## src/sv/lcp_pkg.sv

```systemverilog
package lcp_pkg;

  // fixed block constants
  localparam int PWM_PERIOD     = 9999;
  localparam int ADC_LEVELS     = 1024;
  localparam int COEF_FRAC_BITS = 14;
  localparam int DUTY_MIN       = 2;

  localparam int SAMPLE_W = 10;
  localparam int ERR_W    = SAMPLE_W + 1;
  localparam int COEF_W   = 16;
  localparam int CMD_W    = 32;
  localparam int DUTY_W   = 14;
  localparam int MUL_A_W  = 17;
  localparam int MUL_B_W  = CMD_W;
  localparam int PROD_W   = MUL_A_W + MUL_B_W;
  localparam int ACC_W    = 50;
  localparam int SCALE_SHIFT = $clog2(ADC_LEVELS) + COEF_FRAC_BITS;
  localparam int Q_W      = PROD_W - SCALE_SHIFT;

  // register port
  localparam int NUM_REGS = 8;
  localparam int ADDR_W   = $clog2(NUM_REGS) + 2;
  localparam int DATA_W   = 32;
  localparam int TAP_W    = 3;

  typedef enum logic [$clog2(NUM_REGS)-1:0] {
    REG_SETPOINT    = 3'd0,
    REG_CLOSED_LOOP = 3'd1,
    REG_DRIVE       = 3'd2,
    REG_COEF_B0     = 3'd3,
    REG_COEF_B1     = 3'd4,
    REG_COEF_B2     = 3'd5,
    REG_COEF_A1     = 3'd6,
    REG_COEF_A2     = 3'd7
  } reg_idx_e;

  // multiplier operand pairs, taps in issue order
  typedef enum logic [TAP_W-1:0] {
    MUL_B0    = 3'd0,
    MUL_B1    = 3'd1,
    MUL_B2    = 3'd2,
    MUL_A1    = 3'd3,
    MUL_A2    = 3'd4,
    MUL_SCALE = 3'd5
  } mul_sel_e;

  localparam logic [TAP_W-1:0] TAP_LAST = TAP_W'(MUL_A2);

  typedef enum logic [2:0] {
    ST_IDLE,
    ST_MAC,
    ST_FLUSH,
    ST_SAT,
    ST_SCALE,
    ST_DONE
  } state_e;

  typedef struct packed {
    logic [SAMPLE_W-1:0]      setpoint;
    logic                     closed_loop;
    logic [SAMPLE_W-1:0]      drive;
    logic signed [COEF_W-1:0] coef_b0;
    logic signed [COEF_W-1:0] coef_b1;
    logic signed [COEF_W-1:0] coef_b2;
    logic signed [COEF_W-1:0] coef_a1;
    logic signed [COEF_W-1:0] coef_a2;
  } cfg_t;

  // controller to datapath commands
  typedef struct packed {
    logic     sample_load;
    logic     hist_clear;
    logic     acc_clr;
    logic     mul_en;
    mul_sel_e mul_sel;
    logic     acc_add;
    logic     cmd_from_acc;
    logic     cmd_from_drive;
    logic     hist_update;
    logic     out_load;
  } dp_cmd_t;

endpackage

```

## src/sv/lead_compensator_pwm.sv

```systemverilog
// Second-order lead compensator with PWM duty output. Each accepted sample
// gives exactly one duty beat. In closed-loop mode the error against the
// setpoint runs through b0*e + b1*e1 + b2*e2 - a1*u1 - a2*u2 (Q2.14
// coefficients, command kept with 14 fraction bits, floored and saturated
// to 32 bits); in open-loop mode the drive register is the command and the
// history is cleared. The command is scaled by 9999/1024, truncated and
// clamped to [2, 9999]; clamped flags a clamp. One 17x32 multiplier serves
// all five taps and the scaling: a closed-loop sample runs the five taps,
// a flush, saturation and scaling, an open-loop sample only scaling. The
// input is taken again once the result sits in the output register, and a
// stalled output holds the block after that. The register port is always
// ready; registers live at byte addresses 4*i in list order.
module lead_compensator_pwm (
  input  logic                         clk_i,
  input  logic                         rst_ni,
  // sample channel
  input  logic                         in_valid_i,
  output logic                         in_stall_o,
  input  logic [lcp_pkg::SAMPLE_W-1:0] sample_i,
  // duty channel
  output logic                         out_valid_o,
  input  logic                         out_stall_i,
  output logic [lcp_pkg::DUTY_W-1:0]   duty_o,
  output logic                         clamped_o,
  // register port
  input  logic                         psel,
  input  logic                         penable,
  input  logic                         pwrite,
  input  logic [lcp_pkg::ADDR_W-1:0]   paddr,
  input  logic [lcp_pkg::DATA_W-1:0]   pwdata,
  output logic [lcp_pkg::DATA_W-1:0]   prdata,
  output logic                         pready
);

  lcp_pkg::cfg_t    cfg;
  lcp_pkg::dp_cmd_t dp_cmd;

  assign pready = 1'b1;

  // configuration registers
  lcp_regs u_regs (
    .clk_i   (clk_i),
    .rst_ni  (rst_ni),
    .psel    (psel),
    .penable (penable),
    .pwrite  (pwrite),
    .paddr   (paddr),
    .pwdata  (pwdata),
    .prdata  (prdata),
    .cfg_o   (cfg)
  );

  // sequencer
  lcp_ctrl u_ctrl (
    .clk_i         (clk_i),
    .rst_ni        (rst_ni),
    .closed_loop_i (cfg.closed_loop),
    .in_valid_i    (in_valid_i),
    .in_stall_o    (in_stall_o),
    .out_valid_o   (out_valid_o),
    .out_stall_i   (out_stall_i),
    .cmd_o         (dp_cmd)
  );

  // arithmetic and history
  lcp_dp u_dp (
    .clk_i     (clk_i),
    .rst_ni    (rst_ni),
    .cfg_i     (cfg),
    .cmd_i     (dp_cmd),
    .sample_i  (sample_i),
    .duty_o    (duty_o),
    .clamped_o (clamped_o)
  );

endmodule

```

## src/sv/lcp_regs.sv

```systemverilog
module lcp_regs (
  input  logic                       clk_i,
  input  logic                       rst_ni,
  input  logic                       psel,
  input  logic                       penable,
  input  logic                       pwrite,
  input  logic [lcp_pkg::ADDR_W-1:0] paddr,
  input  logic [lcp_pkg::DATA_W-1:0] pwdata,
  output logic [lcp_pkg::DATA_W-1:0] prdata,
  output lcp_pkg::cfg_t              cfg_o
);

  lcp_pkg::cfg_t    cfg_q, cfg_d;
  lcp_pkg::reg_idx_e idx;
  logic             wr_en;

  assign idx   = lcp_pkg::reg_idx_e'(paddr[lcp_pkg::ADDR_W-1:2]);
  assign wr_en = psel & penable & pwrite;

  // register writes
  always_comb begin
    cfg_d = cfg_q;
    if (wr_en) begin
      case (idx)
        lcp_pkg::REG_SETPOINT:    cfg_d.setpoint    = pwdata[lcp_pkg::SAMPLE_W-1:0];
        lcp_pkg::REG_CLOSED_LOOP: cfg_d.closed_loop = pwdata[0];
        lcp_pkg::REG_DRIVE:       cfg_d.drive       = pwdata[lcp_pkg::SAMPLE_W-1:0];
        lcp_pkg::REG_COEF_B0:     cfg_d.coef_b0     = pwdata[lcp_pkg::COEF_W-1:0];
        lcp_pkg::REG_COEF_B1:     cfg_d.coef_b1     = pwdata[lcp_pkg::COEF_W-1:0];
        lcp_pkg::REG_COEF_B2:     cfg_d.coef_b2     = pwdata[lcp_pkg::COEF_W-1:0];
        lcp_pkg::REG_COEF_A1:     cfg_d.coef_a1     = pwdata[lcp_pkg::COEF_W-1:0];
        lcp_pkg::REG_COEF_A2:     cfg_d.coef_a2     = pwdata[lcp_pkg::COEF_W-1:0];
        default:                  cfg_d = cfg_q;
      endcase
    end
  end

  always_ff @(posedge clk_i or negedge rst_ni) begin
    if (!rst_ni) begin
      cfg_q.setpoint    <= '0;
      cfg_q.closed_loop <= 1'b0;
      cfg_q.drive       <= '0;
      cfg_q.coef_b0     <= 16'sd7799;
      cfg_q.coef_b1     <= 16'sd967;
      cfg_q.coef_b2     <= -16'sd6832;
      cfg_q.coef_a1     <= -16'sd26886;
      cfg_q.coef_a2     <= 16'sd10502;
    end else begin
      cfg_q <= cfg_d;
    end
  end

  // read mux, coefficients sign extended
  always_comb begin
    case (idx)
      lcp_pkg::REG_SETPOINT:    prdata = lcp_pkg::DATA_W'(cfg_q.setpoint);
      lcp_pkg::REG_CLOSED_LOOP: prdata = lcp_pkg::DATA_W'(cfg_q.closed_loop);
      lcp_pkg::REG_DRIVE:       prdata = lcp_pkg::DATA_W'(cfg_q.drive);
      lcp_pkg::REG_COEF_B0:     prdata = lcp_pkg::DATA_W'(cfg_q.coef_b0);
      lcp_pkg::REG_COEF_B1:     prdata = lcp_pkg::DATA_W'(cfg_q.coef_b1);
      lcp_pkg::REG_COEF_B2:     prdata = lcp_pkg::DATA_W'(cfg_q.coef_b2);
      lcp_pkg::REG_COEF_A1:     prdata = lcp_pkg::DATA_W'(cfg_q.coef_a1);
      lcp_pkg::REG_COEF_A2:     prdata = lcp_pkg::DATA_W'(cfg_q.coef_a2);
      default:                  prdata = '0;
    endcase
  end

  assign cfg_o = cfg_q;

endmodule

```

## src/sv/lcp_dp.sv

```systemverilog
module lcp_dp (
  input  logic                         clk_i,
  input  logic                         rst_ni,
  input  lcp_pkg::cfg_t                cfg_i,
  input  lcp_pkg::dp_cmd_t             cmd_i,
  input  logic [lcp_pkg::SAMPLE_W-1:0] sample_i,
  output logic [lcp_pkg::DUTY_W-1:0]   duty_o,
  output logic                         clamped_o
);

  logic [lcp_pkg::SAMPLE_W-1:0]      sample_q;
  logic signed [lcp_pkg::ERR_W-1:0]  err_cur;
  logic signed [lcp_pkg::ERR_W-1:0]  err1_q, err2_q;
  logic signed [lcp_pkg::CMD_W-1:0]  cmd1_q, cmd2_q;
  logic signed [lcp_pkg::CMD_W-1:0]  cmd_q;
  logic signed [lcp_pkg::CMD_W-1:0]  cmd_sat;
  logic signed [lcp_pkg::MUL_A_W-1:0] op_a;
  logic signed [lcp_pkg::MUL_B_W-1:0] op_b;
  logic signed [lcp_pkg::PROD_W-1:0] product_q;
  logic                              prod_b_q;
  logic signed [lcp_pkg::ACC_W-1:0]  acc_q, acc_d;
  logic signed [lcp_pkg::ACC_W-1:0]  prod_ext;
  logic [lcp_pkg::ACC_W-lcp_pkg::COEF_FRAC_BITS-lcp_pkg::CMD_W:0] acc_hi;
  logic signed [lcp_pkg::Q_W-1:0]    quot;
  logic [lcp_pkg::SCALE_SHIFT-1:0]   rem;
  logic [lcp_pkg::DUTY_W-1:0]        duty_d, duty_q;
  logic                              clamped_d, clamped_q;

  // sample capture and current error
  always_ff @(posedge clk_i) begin
    if (cmd_i.sample_load) begin
      sample_q <= sample_i;
    end
  end

  assign err_cur = $signed({1'b0, cfg_i.setpoint}) - $signed({1'b0, sample_q});

  // shared multiplier operand select
  always_comb begin
    case (cmd_i.mul_sel)
      lcp_pkg::MUL_B0: begin
        op_a = lcp_pkg::MUL_A_W'(cfg_i.coef_b0);
        op_b = lcp_pkg::MUL_B_W'(err_cur);
      end
      lcp_pkg::MUL_B1: begin
        op_a = lcp_pkg::MUL_A_W'(cfg_i.coef_b1);
        op_b = lcp_pkg::MUL_B_W'(err1_q);
      end
      lcp_pkg::MUL_B2: begin
        op_a = lcp_pkg::MUL_A_W'(cfg_i.coef_b2);
        op_b = lcp_pkg::MUL_B_W'(err2_q);
      end
      lcp_pkg::MUL_A1: begin
        op_a = lcp_pkg::MUL_A_W'(cfg_i.coef_a1);
        op_b = cmd1_q;
      end
      lcp_pkg::MUL_A2: begin
        op_a = lcp_pkg::MUL_A_W'(cfg_i.coef_a2);
        op_b = cmd2_q;
      end
      lcp_pkg::MUL_SCALE: begin
        op_a = lcp_pkg::MUL_A_W'(lcp_pkg::PWM_PERIOD);
        op_b = cmd_q;
      end
      default: begin
        op_a = '0;
        op_b = '0;
      end
    endcase
  end

  // product register, tagged with numerator or denominator tap
  always_ff @(posedge clk_i) begin
    if (cmd_i.mul_en) begin
      product_q <= op_a * op_b;
      prod_b_q  <= (cmd_i.mul_sel == lcp_pkg::MUL_B0) ||
                   (cmd_i.mul_sel == lcp_pkg::MUL_B1) ||
                   (cmd_i.mul_sel == lcp_pkg::MUL_B2);
    end
  end

  // accumulator: numerator terms scaled up, denominator terms subtracted
  assign prod_ext = lcp_pkg::ACC_W'(product_q);

  always_comb begin
    acc_d = acc_q;
    if (cmd_i.acc_clr) begin
      acc_d = '0;
    end else if (cmd_i.acc_add) begin
      if (prod_b_q) begin
        acc_d = acc_q + (prod_ext <<< lcp_pkg::COEF_FRAC_BITS);
      end else begin
        acc_d = acc_q - prod_ext;
      end
    end
  end

  always_ff @(posedge clk_i) begin
    acc_q <= acc_d;
  end

  // floor shift and saturate to the command width
  assign acc_hi = acc_q[lcp_pkg::ACC_W-1:lcp_pkg::COEF_FRAC_BITS+lcp_pkg::CMD_W-1];

  always_comb begin
    if ((&acc_hi) || !(|acc_hi)) begin
      cmd_sat = acc_q[lcp_pkg::COEF_FRAC_BITS+lcp_pkg::CMD_W-1:lcp_pkg::COEF_FRAC_BITS];
    end else if (acc_q[lcp_pkg::ACC_W-1]) begin
      cmd_sat = {1'b1, {(lcp_pkg::CMD_W-1){1'b0}}};
    end else begin
      cmd_sat = {1'b0, {(lcp_pkg::CMD_W-1){1'b1}}};
    end
  end

  // current command
  always_ff @(posedge clk_i) begin
    if (cmd_i.cmd_from_acc) begin
      cmd_q <= cmd_sat;
    end else if (cmd_i.cmd_from_drive) begin
      cmd_q <= lcp_pkg::CMD_W'(cfg_i.drive) <<< lcp_pkg::COEF_FRAC_BITS;
    end
  end

  // error and command history
  always_ff @(posedge clk_i or negedge rst_ni) begin
    if (!rst_ni) begin
      err1_q <= '0;
      err2_q <= '0;
      cmd1_q <= '0;
      cmd2_q <= '0;
    end else if (cmd_i.hist_clear) begin
      err1_q <= '0;
      err2_q <= '0;
      cmd1_q <= '0;
      cmd2_q <= '0;
    end else if (cmd_i.hist_update) begin
      err1_q <= err_cur;
      err2_q <= err1_q;
      cmd1_q <= cmd_sat;
      cmd2_q <= cmd1_q;
    end
  end

  // duty from scaled command: floor quotient, clamp to limits
  assign quot = product_q[lcp_pkg::PROD_W-1:lcp_pkg::SCALE_SHIFT];
  assign rem  = product_q[lcp_pkg::SCALE_SHIFT-1:0];

  always_comb begin
    if (quot < lcp_pkg::Q_W'(lcp_pkg::DUTY_MIN)) begin
      duty_d    = lcp_pkg::DUTY_W'(lcp_pkg::DUTY_MIN);
      clamped_d = 1'b1;
    end else if ((quot > lcp_pkg::Q_W'(lcp_pkg::PWM_PERIOD)) ||
                 ((quot == lcp_pkg::Q_W'(lcp_pkg::PWM_PERIOD)) && (rem != '0))) begin
      duty_d    = lcp_pkg::DUTY_W'(lcp_pkg::PWM_PERIOD);
      clamped_d = 1'b1;
    end else begin
      duty_d    = quot[lcp_pkg::DUTY_W-1:0];
      clamped_d = 1'b0;
    end
  end

  // output beat register
  always_ff @(posedge clk_i) begin
    if (cmd_i.out_load) begin
      duty_q    <= duty_d;
      clamped_q <= clamped_d;
    end
  end

  assign duty_o    = duty_q;
  assign clamped_o = clamped_q;

endmodule

```

## src/sv/lcp_ctrl.sv

```systemverilog
module lcp_ctrl (
  input  logic              clk_i,
  input  logic              rst_ni,
  input  logic              closed_loop_i,
  input  logic              in_valid_i,
  output logic              in_stall_o,
  output logic              out_valid_o,
  input  logic              out_stall_i,
  output lcp_pkg::dp_cmd_t  cmd_o
);

  lcp_pkg::state_e             state_q, state_d;
  logic [lcp_pkg::TAP_W-1:0]   tap_q, tap_d;
  logic                        out_valid_q, out_valid_d;
  logic                        out_free;

  assign out_free = !out_valid_q || !out_stall_i;

  // next state
  always_comb begin
    state_d = state_q;
    tap_d   = tap_q;
    case (state_q)
      lcp_pkg::ST_IDLE: begin
        tap_d = '0;
        if (in_valid_i) begin
          state_d = closed_loop_i ? lcp_pkg::ST_MAC : lcp_pkg::ST_SCALE;
        end
      end
      lcp_pkg::ST_MAC: begin
        if (tap_q == lcp_pkg::TAP_LAST) begin
          state_d = lcp_pkg::ST_FLUSH;
        end else begin
          tap_d = tap_q + 1'b1;
        end
      end
      lcp_pkg::ST_FLUSH: state_d = lcp_pkg::ST_SAT;
      lcp_pkg::ST_SAT:   state_d = lcp_pkg::ST_SCALE;
      lcp_pkg::ST_SCALE: state_d = lcp_pkg::ST_DONE;
      lcp_pkg::ST_DONE: begin
        if (out_free) begin
          state_d = lcp_pkg::ST_IDLE;
        end
      end
      default: state_d = lcp_pkg::ST_IDLE;
    endcase
  end

  // datapath commands
  always_comb begin
    cmd_o         = '0;
    cmd_o.mul_sel = lcp_pkg::MUL_B0;
    case (state_q)
      lcp_pkg::ST_IDLE: begin
        if (in_valid_i) begin
          cmd_o.sample_load = 1'b1;
          cmd_o.acc_clr     = 1'b1;
          if (!closed_loop_i) begin
            cmd_o.cmd_from_drive = 1'b1;
            cmd_o.hist_clear     = 1'b1;
          end
        end
      end
      lcp_pkg::ST_MAC: begin
        cmd_o.mul_en  = 1'b1;
        cmd_o.mul_sel = lcp_pkg::mul_sel_e'(tap_q);
        cmd_o.acc_add = (tap_q != '0);
      end
      lcp_pkg::ST_FLUSH: cmd_o.acc_add = 1'b1;
      lcp_pkg::ST_SAT: begin
        cmd_o.cmd_from_acc = 1'b1;
        cmd_o.hist_update  = 1'b1;
      end
      lcp_pkg::ST_SCALE: begin
        cmd_o.mul_en  = 1'b1;
        cmd_o.mul_sel = lcp_pkg::MUL_SCALE;
      end
      lcp_pkg::ST_DONE: cmd_o.out_load = out_free;
      default: cmd_o = '0;
    endcase
  end

  assign in_stall_o  = (state_q != lcp_pkg::ST_IDLE);
  assign out_valid_d = cmd_o.out_load || (out_valid_q && out_stall_i);
  assign out_valid_o = out_valid_q;

  always_ff @(posedge clk_i or negedge rst_ni) begin
    if (!rst_ni) begin
      state_q     <= lcp_pkg::ST_IDLE;
      tap_q       <= '0;
      out_valid_q <= 1'b0;
    end else begin
      state_q     <= state_d;
      tap_q       <= tap_d;
      out_valid_q <= out_valid_d;
    end
  end

endmodule

```

## config.mk

```make
export PLATFORM = sky130hd
export DESIGN_NAME = lead_compensator_pwm
export DESIGN_NICKNAME = d
export VERILOG_FILES = /design/src/sv/lcp_pkg.sv /design/src/sv/lead_compensator_pwm.sv /design/src/sv/lcp_regs.sv /design/src/sv/lcp_dp.sv /design/src/sv/lcp_ctrl.sv
export SDC_FILE = /design/constraint.sdc
export NUM_CORES = 2
export LEC_CHECK = 0
export BUFFER_PORTS_ARGS = -buffer_cell sky130_fd_sc_hd__buf_2
export CORE_UTILIZATION = 59
export DETAILED_ROUTE_END_ITERATION = 16
export GPL_ROUTABILITY_DRIVEN = 0
export GPL_TIMING_DRIVEN = 0
export HOLD_SLACK_MARGIN = 0.15
export PLACE_DENSITY = 0.79
export SYNTH_ARGS = -nofsm -noshare
export SYNTH_HDL_FRONTEND = slang
export SYNTH_HIERARCHICAL = 1
export SYNTH_SLANG_ARGS = --single-unit
```

## constraint.sdc

```tcl
create_clock -name clk_i -period 8.4 [get_ports clk_i]
set_input_delay 1.68 -clock clk_i [delete_from_list [all_inputs] [get_ports clk_i]]
set_output_delay 1.68 -clock clk_i [all_outputs]
set_load 0.02 [all_outputs]
```

# After elaboration in Yosys (flattened, before gate mapping)
# Cells that the tools add are included.
# totals
register_bits	351
latchBits	0
ram_bits	0
romBits	0
input_bits	54
output_inout_bits	50
word_cells	122
mem_count	0
# op_classes
n_addsub	4
n_mul	1
n_div	0
magnitude_cmp	2
n_eq_ne	23
n_shift	0
mux	34
bitwise	2
reduce_logical	33
# op_table
operator	count
32-bit two-way mux	8
32-bit case mux with 8 select lines	1
32-bit case mux with 6 select lines	1
17-bit case mux with 6 select lines	1
50-bit adder	1
50-bit two-way mux	1
50-bit by 49-bit subtractor with 50-bit output	1
17-bit by 32-bit multiplier with 49-bit output	1
11-bit two-way mux	4
3-bit equality test, second input constant	9
25-bit by 15-bit equality test with 1-bit output, second input constant	1
25-bit by 15-bit greater-than comparator with 1-bit output, second input constant	1
25-bit by 3-bit less-than comparator with 1-bit output, second input constant	1
24-bit nonzero test	1
3-bit two-way mux	7
3-bit by 2-bit equality test with 1-bit output, second input constant	6
3-bit case mux with 6 select lines	1
2-bit AND reduction	9
14-bit two-way mux	1
10-bit by 10-bit subtractor with 11-bit output	1
3-bit by 1-bit equality test with 1-bit output, second input constant	3
3-bit logical NOT	3
4-bit case mux with 2 select lines	1
1-bit logical OR	6
other kinds (15)	29

# Logic depth before layout (Yosys ltp)
# depth
word_depth	6
mapped_depth	39
mapped_depth_nobuf	36

# Modules after synthesis
# Netlist, hierarchy kept.
# by_module_without_submodules
module	n_inst	cells_each	area_each_um2	seq_area_each_um2
lcp_dp	1	3977	34939.8	6366.1
lcp_regs	1	374	4977.3	2576.2
lcp_ctrl	1	64	525.5	175.2
lead_compensator_pwm	1	2	11.3	0.0

# Least setup slack after synthesis
# OpenSTA, ideal clock, no wires.
# synth_path
kind	register -> register
start	register u_regs.cfg_q, in the netlist u_regs/cfg_o[91]
end	register u_dp/product_q[48] in the netlist's numbering (data pin)
setup_ns	0.274
arrival_ns	8.239
t_required_ns	8.126
setup_slack_ns	-0.113
stages_incl_launch_ff	37
n_path_buf	2
synth_period_minus_slack_ns	8.513
cell_sequence	dfrtp_1 > inv_1 > ha_1 > inv_1 > fa_1 > a21o_1 > a21oi_1 > o21ai_1 > a21oi_1 > o21ai_1 > a211oi_1 > o21ai_1 > a31oi_4 > buf_2 > a221o_1 > buf_2 > nand2_1 > fa_1 > inv_1 > fa_1 > inv_1 > fa_1 > inv_1 > fa_1 > fa_1 > inv_1 > fa_1 > inv_1 > ha_1 > and3_1 > nand2_1 > or3_1 > a2111oi_0 > a21oi_1 > o21a_1 > o311ai_0 > o211ai_1
# synth_via
elab_chain_cells	3
# synth_lines
item	line_no	rtl
from (decl)	lcp_regs.sv:13	lcp_pkg::cfg_t cfg_q, cfg_d;
from (signal assigned)	lcp_regs.sv:49	cfg_q <= cfg_d;
10-bit by 10-bit subtractor with 11-bit output	lcp_dp.sv:36	assign err_cur = $signed({1'b0, cfg_i.setpoint}) - $signed({1'b0, sample_q});
32-bit case mux with 6 select lines	lcp_dp.sv:40	case (cmd_i.mul_sel)
17-bit by 32-bit multiplier with 49-bit output	lcp_dp.sv:75	product_q <= op_a * op_b;
to (signal assigned)	lcp_dp.sv:75	
to (decl)	lcp_dp.sv:19	logic signed [lcp_pkg::PROD_W-1:0] product_q;
# No other way between the ends.
# A chain may end at the register's enable or synchronous reset.

==> results.sh <==
export IMPL_die_h_microns=264
export IMPL_clock_sinks=351
export IMPL_antenna_found_initial=5
export IMPL_ys_types=95
export IMPL_worst_path_largest_cell_delay_ns=0.83
export IMPL_place_hpwl_microns=99300
export IMPL_setup_violations=25
export IMPL_h_tree_depth=2
export IMPL_yosysSeqAreaShare=0.225
export IMPL_slew_headroom=0.221
export IMPL_drc=0
export IMPL_crit_family="adder cells"
export IMPL_cts_max_path_buffers=3
export IMPL_violations="negative setup slack"
export IMPL_grt_pass1_wl_microns=205000
export IMPL_finalSetupTns_ns=-9.46
export IMPL_crit_path_end_kind="flip-flop"
export IMPL_fp_dieArea_sq_mm=0.0696
export IMPL_row_count=95
export IMPL_maxCapViolations=0
export IMPL_area_growth_pct=15.5
export IMPL_crit_fanout=10
export IMPL_layout_setup_ws_ns=-0.693
export IMPL_cts_root_buffer="clkbuf_16"
export IMPL_synth_edf_count=107
export IMPL_grt_ovfl_total=0
export IMPL_status="complete, but fails checks"
export IMPL_crit_type="reg -> reg"
export IMPL_critPathSlowestCell="o21ai_2"
export IMPL_design_area_sq_mm=0.0467
export IMPL_critPathLaunchType="flip-flop"
export IMPL_ys_ff_latch=351
export IMPL_fin_skew_ns=0.0428
export IMPL_cp_buffers_inverters=9
export IMPL_synth_top_cell_by_area="fa_1"
export IMPL_routed_wl_met2_microns=59000
export IMPL_ioPinCount=104
export IMPL_drt_iter0_drc=4676
export IMPL_drtAntennaViolNets=0
export IMPL_core_area_sq_mm=0.0675
export IMPL_hold_buffers=0
export IMPL_vias=36200
export IMPL_synth_flop_cell="dfrtp_1"
export IMPL_path_common_cell="fa_1"
export IMPL_gr_usage_all_layers=0.387
export IMPL_finalCriticalPeriod_ns=9.09
export IMPL_met3_wirelength_microns=20000
export IMPL_io_buffer_count=82
export IMPL_synth_most_common_cell="inv_1"
export IMPL_hold_class="reg -> reg"
export IMPL_grt_pass1_vias=35900
export IMPL_fmax_mhz=110
export IMPL_dp_cells=5386
export IMPL_layout_nets=5481
export IMPL_async_reset_ff_frac=0.553
export IMPL_clk_transition_reported_paths_ns=0.06
export IMPL_critical_path_arrival_ns=9.42
export IMPL_cts_tree="built"
export IMPL_topRoutingLayerUsed="met5"
export IMPL_yosysWarnings=6
export IMPL_synth_fp_nets=5206
export IMPL_wire_per_inst_microns=24.8
export IMPL_dr_pass1_iters=9
export IMPL_place_area_sq_mm=0.0422
export IMPL_synth_area_sq_mm=0.0405
export IMPL_finalCritPeriodShare=1.08
export IMPL_synthTopCellsByArea="fa_1, dfrtp_1, edfxtp_1"
export IMPL_rsz0062_at_grt="yes"
export IMPL_post_drt_via_cell_ratio=6.47
export IMPL_die_w_microns=264
export IMPL_netlist_area_leader_share=0.259
export IMPL_whs_ns=0.458
export IMPL_initial_core_util=0.599
export IMPL_syn_area_per_cell_sq_um=9.16
export IMPL_clock_latency_ns=0.62
export IMPL_numCtsBuffers=40
export IMPL_drv_slew=0
export IMPL_met1_length_microns=47300
export IMPL_worst_pin_slew_ns=1.17
export IMPL_critPathRequiredTime_ns=8.73
export IMPL_wirelength_microns=139000
export IMPL_drive_gt1_frac=0.193
export IMPL_grt_max_degree=99
export IMPL_finalNonFillerCells=5597
export IMPL_synthTopCellsByCount="inv_1, fa_1, nor2_1"
export IMPL_syn_inst=4417
export IMPL_hold_violations=0
==> per-layer routing <==
metal / GRT usage / vias up
met2: 0.581 / 2822
li1: - / 15100
met1: 0.458 / 17400
met3: 0.155 / 912
met5: 0 / -
met4: 0.261 / 10
==> worst paths after layout <==
check,endpoint,slack [ns],cells after the start,start
setup / recovery,u_dp/product_q[47]$_DFFE_PP_,-0.69,30,u_ctrl/state_q[0]$_DFFE_PN0P_
hold / removal,u_dp/acc_q[12]$_SDFFE_PP0P_,0.46,2,u_dp/acc_q[12]$_SDFFE_PP0P_
setup reg to reg,u_dp/product_q[47]$_DFFE_PP_,-0.69,30,u_ctrl/state_q[0]$_DFFE_PN0P_
hold reg to reg,u_dp/acc_q[12]$_SDFFE_PP0P_,0.46,2,u_dp/acc_q[12]$_SDFFE_PP0P_
max in group asynchronous,u_regs/cfg_o[66]$_DFFE_PN1P_,6.33,2,rst_ni
min in group asynchronous,u_regs/cfg_o[44]$_DFFE_PN0P_,1.11,1,rst_ni
==> through the flow <==
step,utilization,setup WS (ns)
floorplan,-,0.00125
global placement,0.622,-3.62
detailed placement,0.625,-2.93
CTS,0.680,-0.376
global route,0.692,-0.912
finish,0.692,-0.693
==> final cells by class <==
cell class | instances | area, sq um
Multi-Input combinational cell | 3146 | 29200
Timing Repair Buffer | 252 | 1990
Tap cell | 873 | 1090
Antenna cell | 1 | 2.50
Clock buffer | 55 | 1170
Fill cell | 4705 | 20800
Buffer | 227 | 1420
Clock inverter | 18 | 216
Sequential cell | 351 | 9120
Inverter | 674 | 2540
==> sequential cells by signal, summed over array words and instances, names as in the netlist <==
signal / cells
u_dp/cmd1_q: 32
u_dp/acc_q: 50
u_dp/err1_q: 11
u_dp/sample_q: 10
u_dp/cmd2_q: 32
u_dp/product_q: 49
u_dp/clamped_o: 1
u_dp/prod_b_q: 1
u_ctrl/out_valid_o: 1
u_dp/duty_o: 14
u_dp/err2_q: 11
u_dp/cmd_q: 32
u_ctrl/state_q: 3
u_regs/cfg_o: 101
u_ctrl/tap_q: 3
==> kinds of logic after synthesis <==
logic type / after synthesis / synth area share
flip-flops: 351 / 0.225
adder cells (fa/ha/maj): 735 / 0.325
XOR/XNOR: 121 / 0.0262
AND/OR/NAND/NOR: 1260 / 0.135
other: 1 / 0.0000927
AO/OA/AOI/OAI: 783 / 0.129
buffers and inverters: 920 / 0.0899
multiplexers: 246 / 0.0700
==> worst register-to-register path, delay by kind of cell (launching register included) <==
kind                       cells  cell delay (ns)
DFF                            1             0.34
and+or+nand+nor                3             0.91
adders and majority gates      7             3.34
buffers and inverters          9             1.37
AOI/OAI and AO/OA             10             2.73
xor gates and xnor gates       1             0.11
==> cells in the final DEF (no fill, tap or decap), types with 21 or more instances in the layout <==
cell and n:
dfxtp_1 50, buf_6 46, fa_1 504, o21ai_0 99
clkbuf_1 93, a31oi_1 25, mux2i_1 99, and2_1 21
inv_2 28, nand3_1 49, mux2_2 124, clkbuf_2 37
ha_1 185, clkbuf_16 45, dfstp_2 39, o211ai_1 22
nand4_1 22, o21a_1 34, buf_2 95, inv_1 642
nor3_1 33, edfxtp_1 107, xor2_1 38, dfrtp_1 154
nor2b_1 48, a21oi_1 215, a221o_1 21, nand2_1 431
a211oi_1 61, a21o_1 70, nor2_1 492, buf_4 165
xnor2_1 80
==> timing repair <==
item	4_1_cts	5_1_grt
setup buffers	107	48
endpoints found under the setup margin	41	30
gates resized for setup	372	141
pin swaps	85	120
cloned	4	1
Power is not shown: default switching activity piles up to over one toggle a cycle in this logic, so the estimate is an artifact.
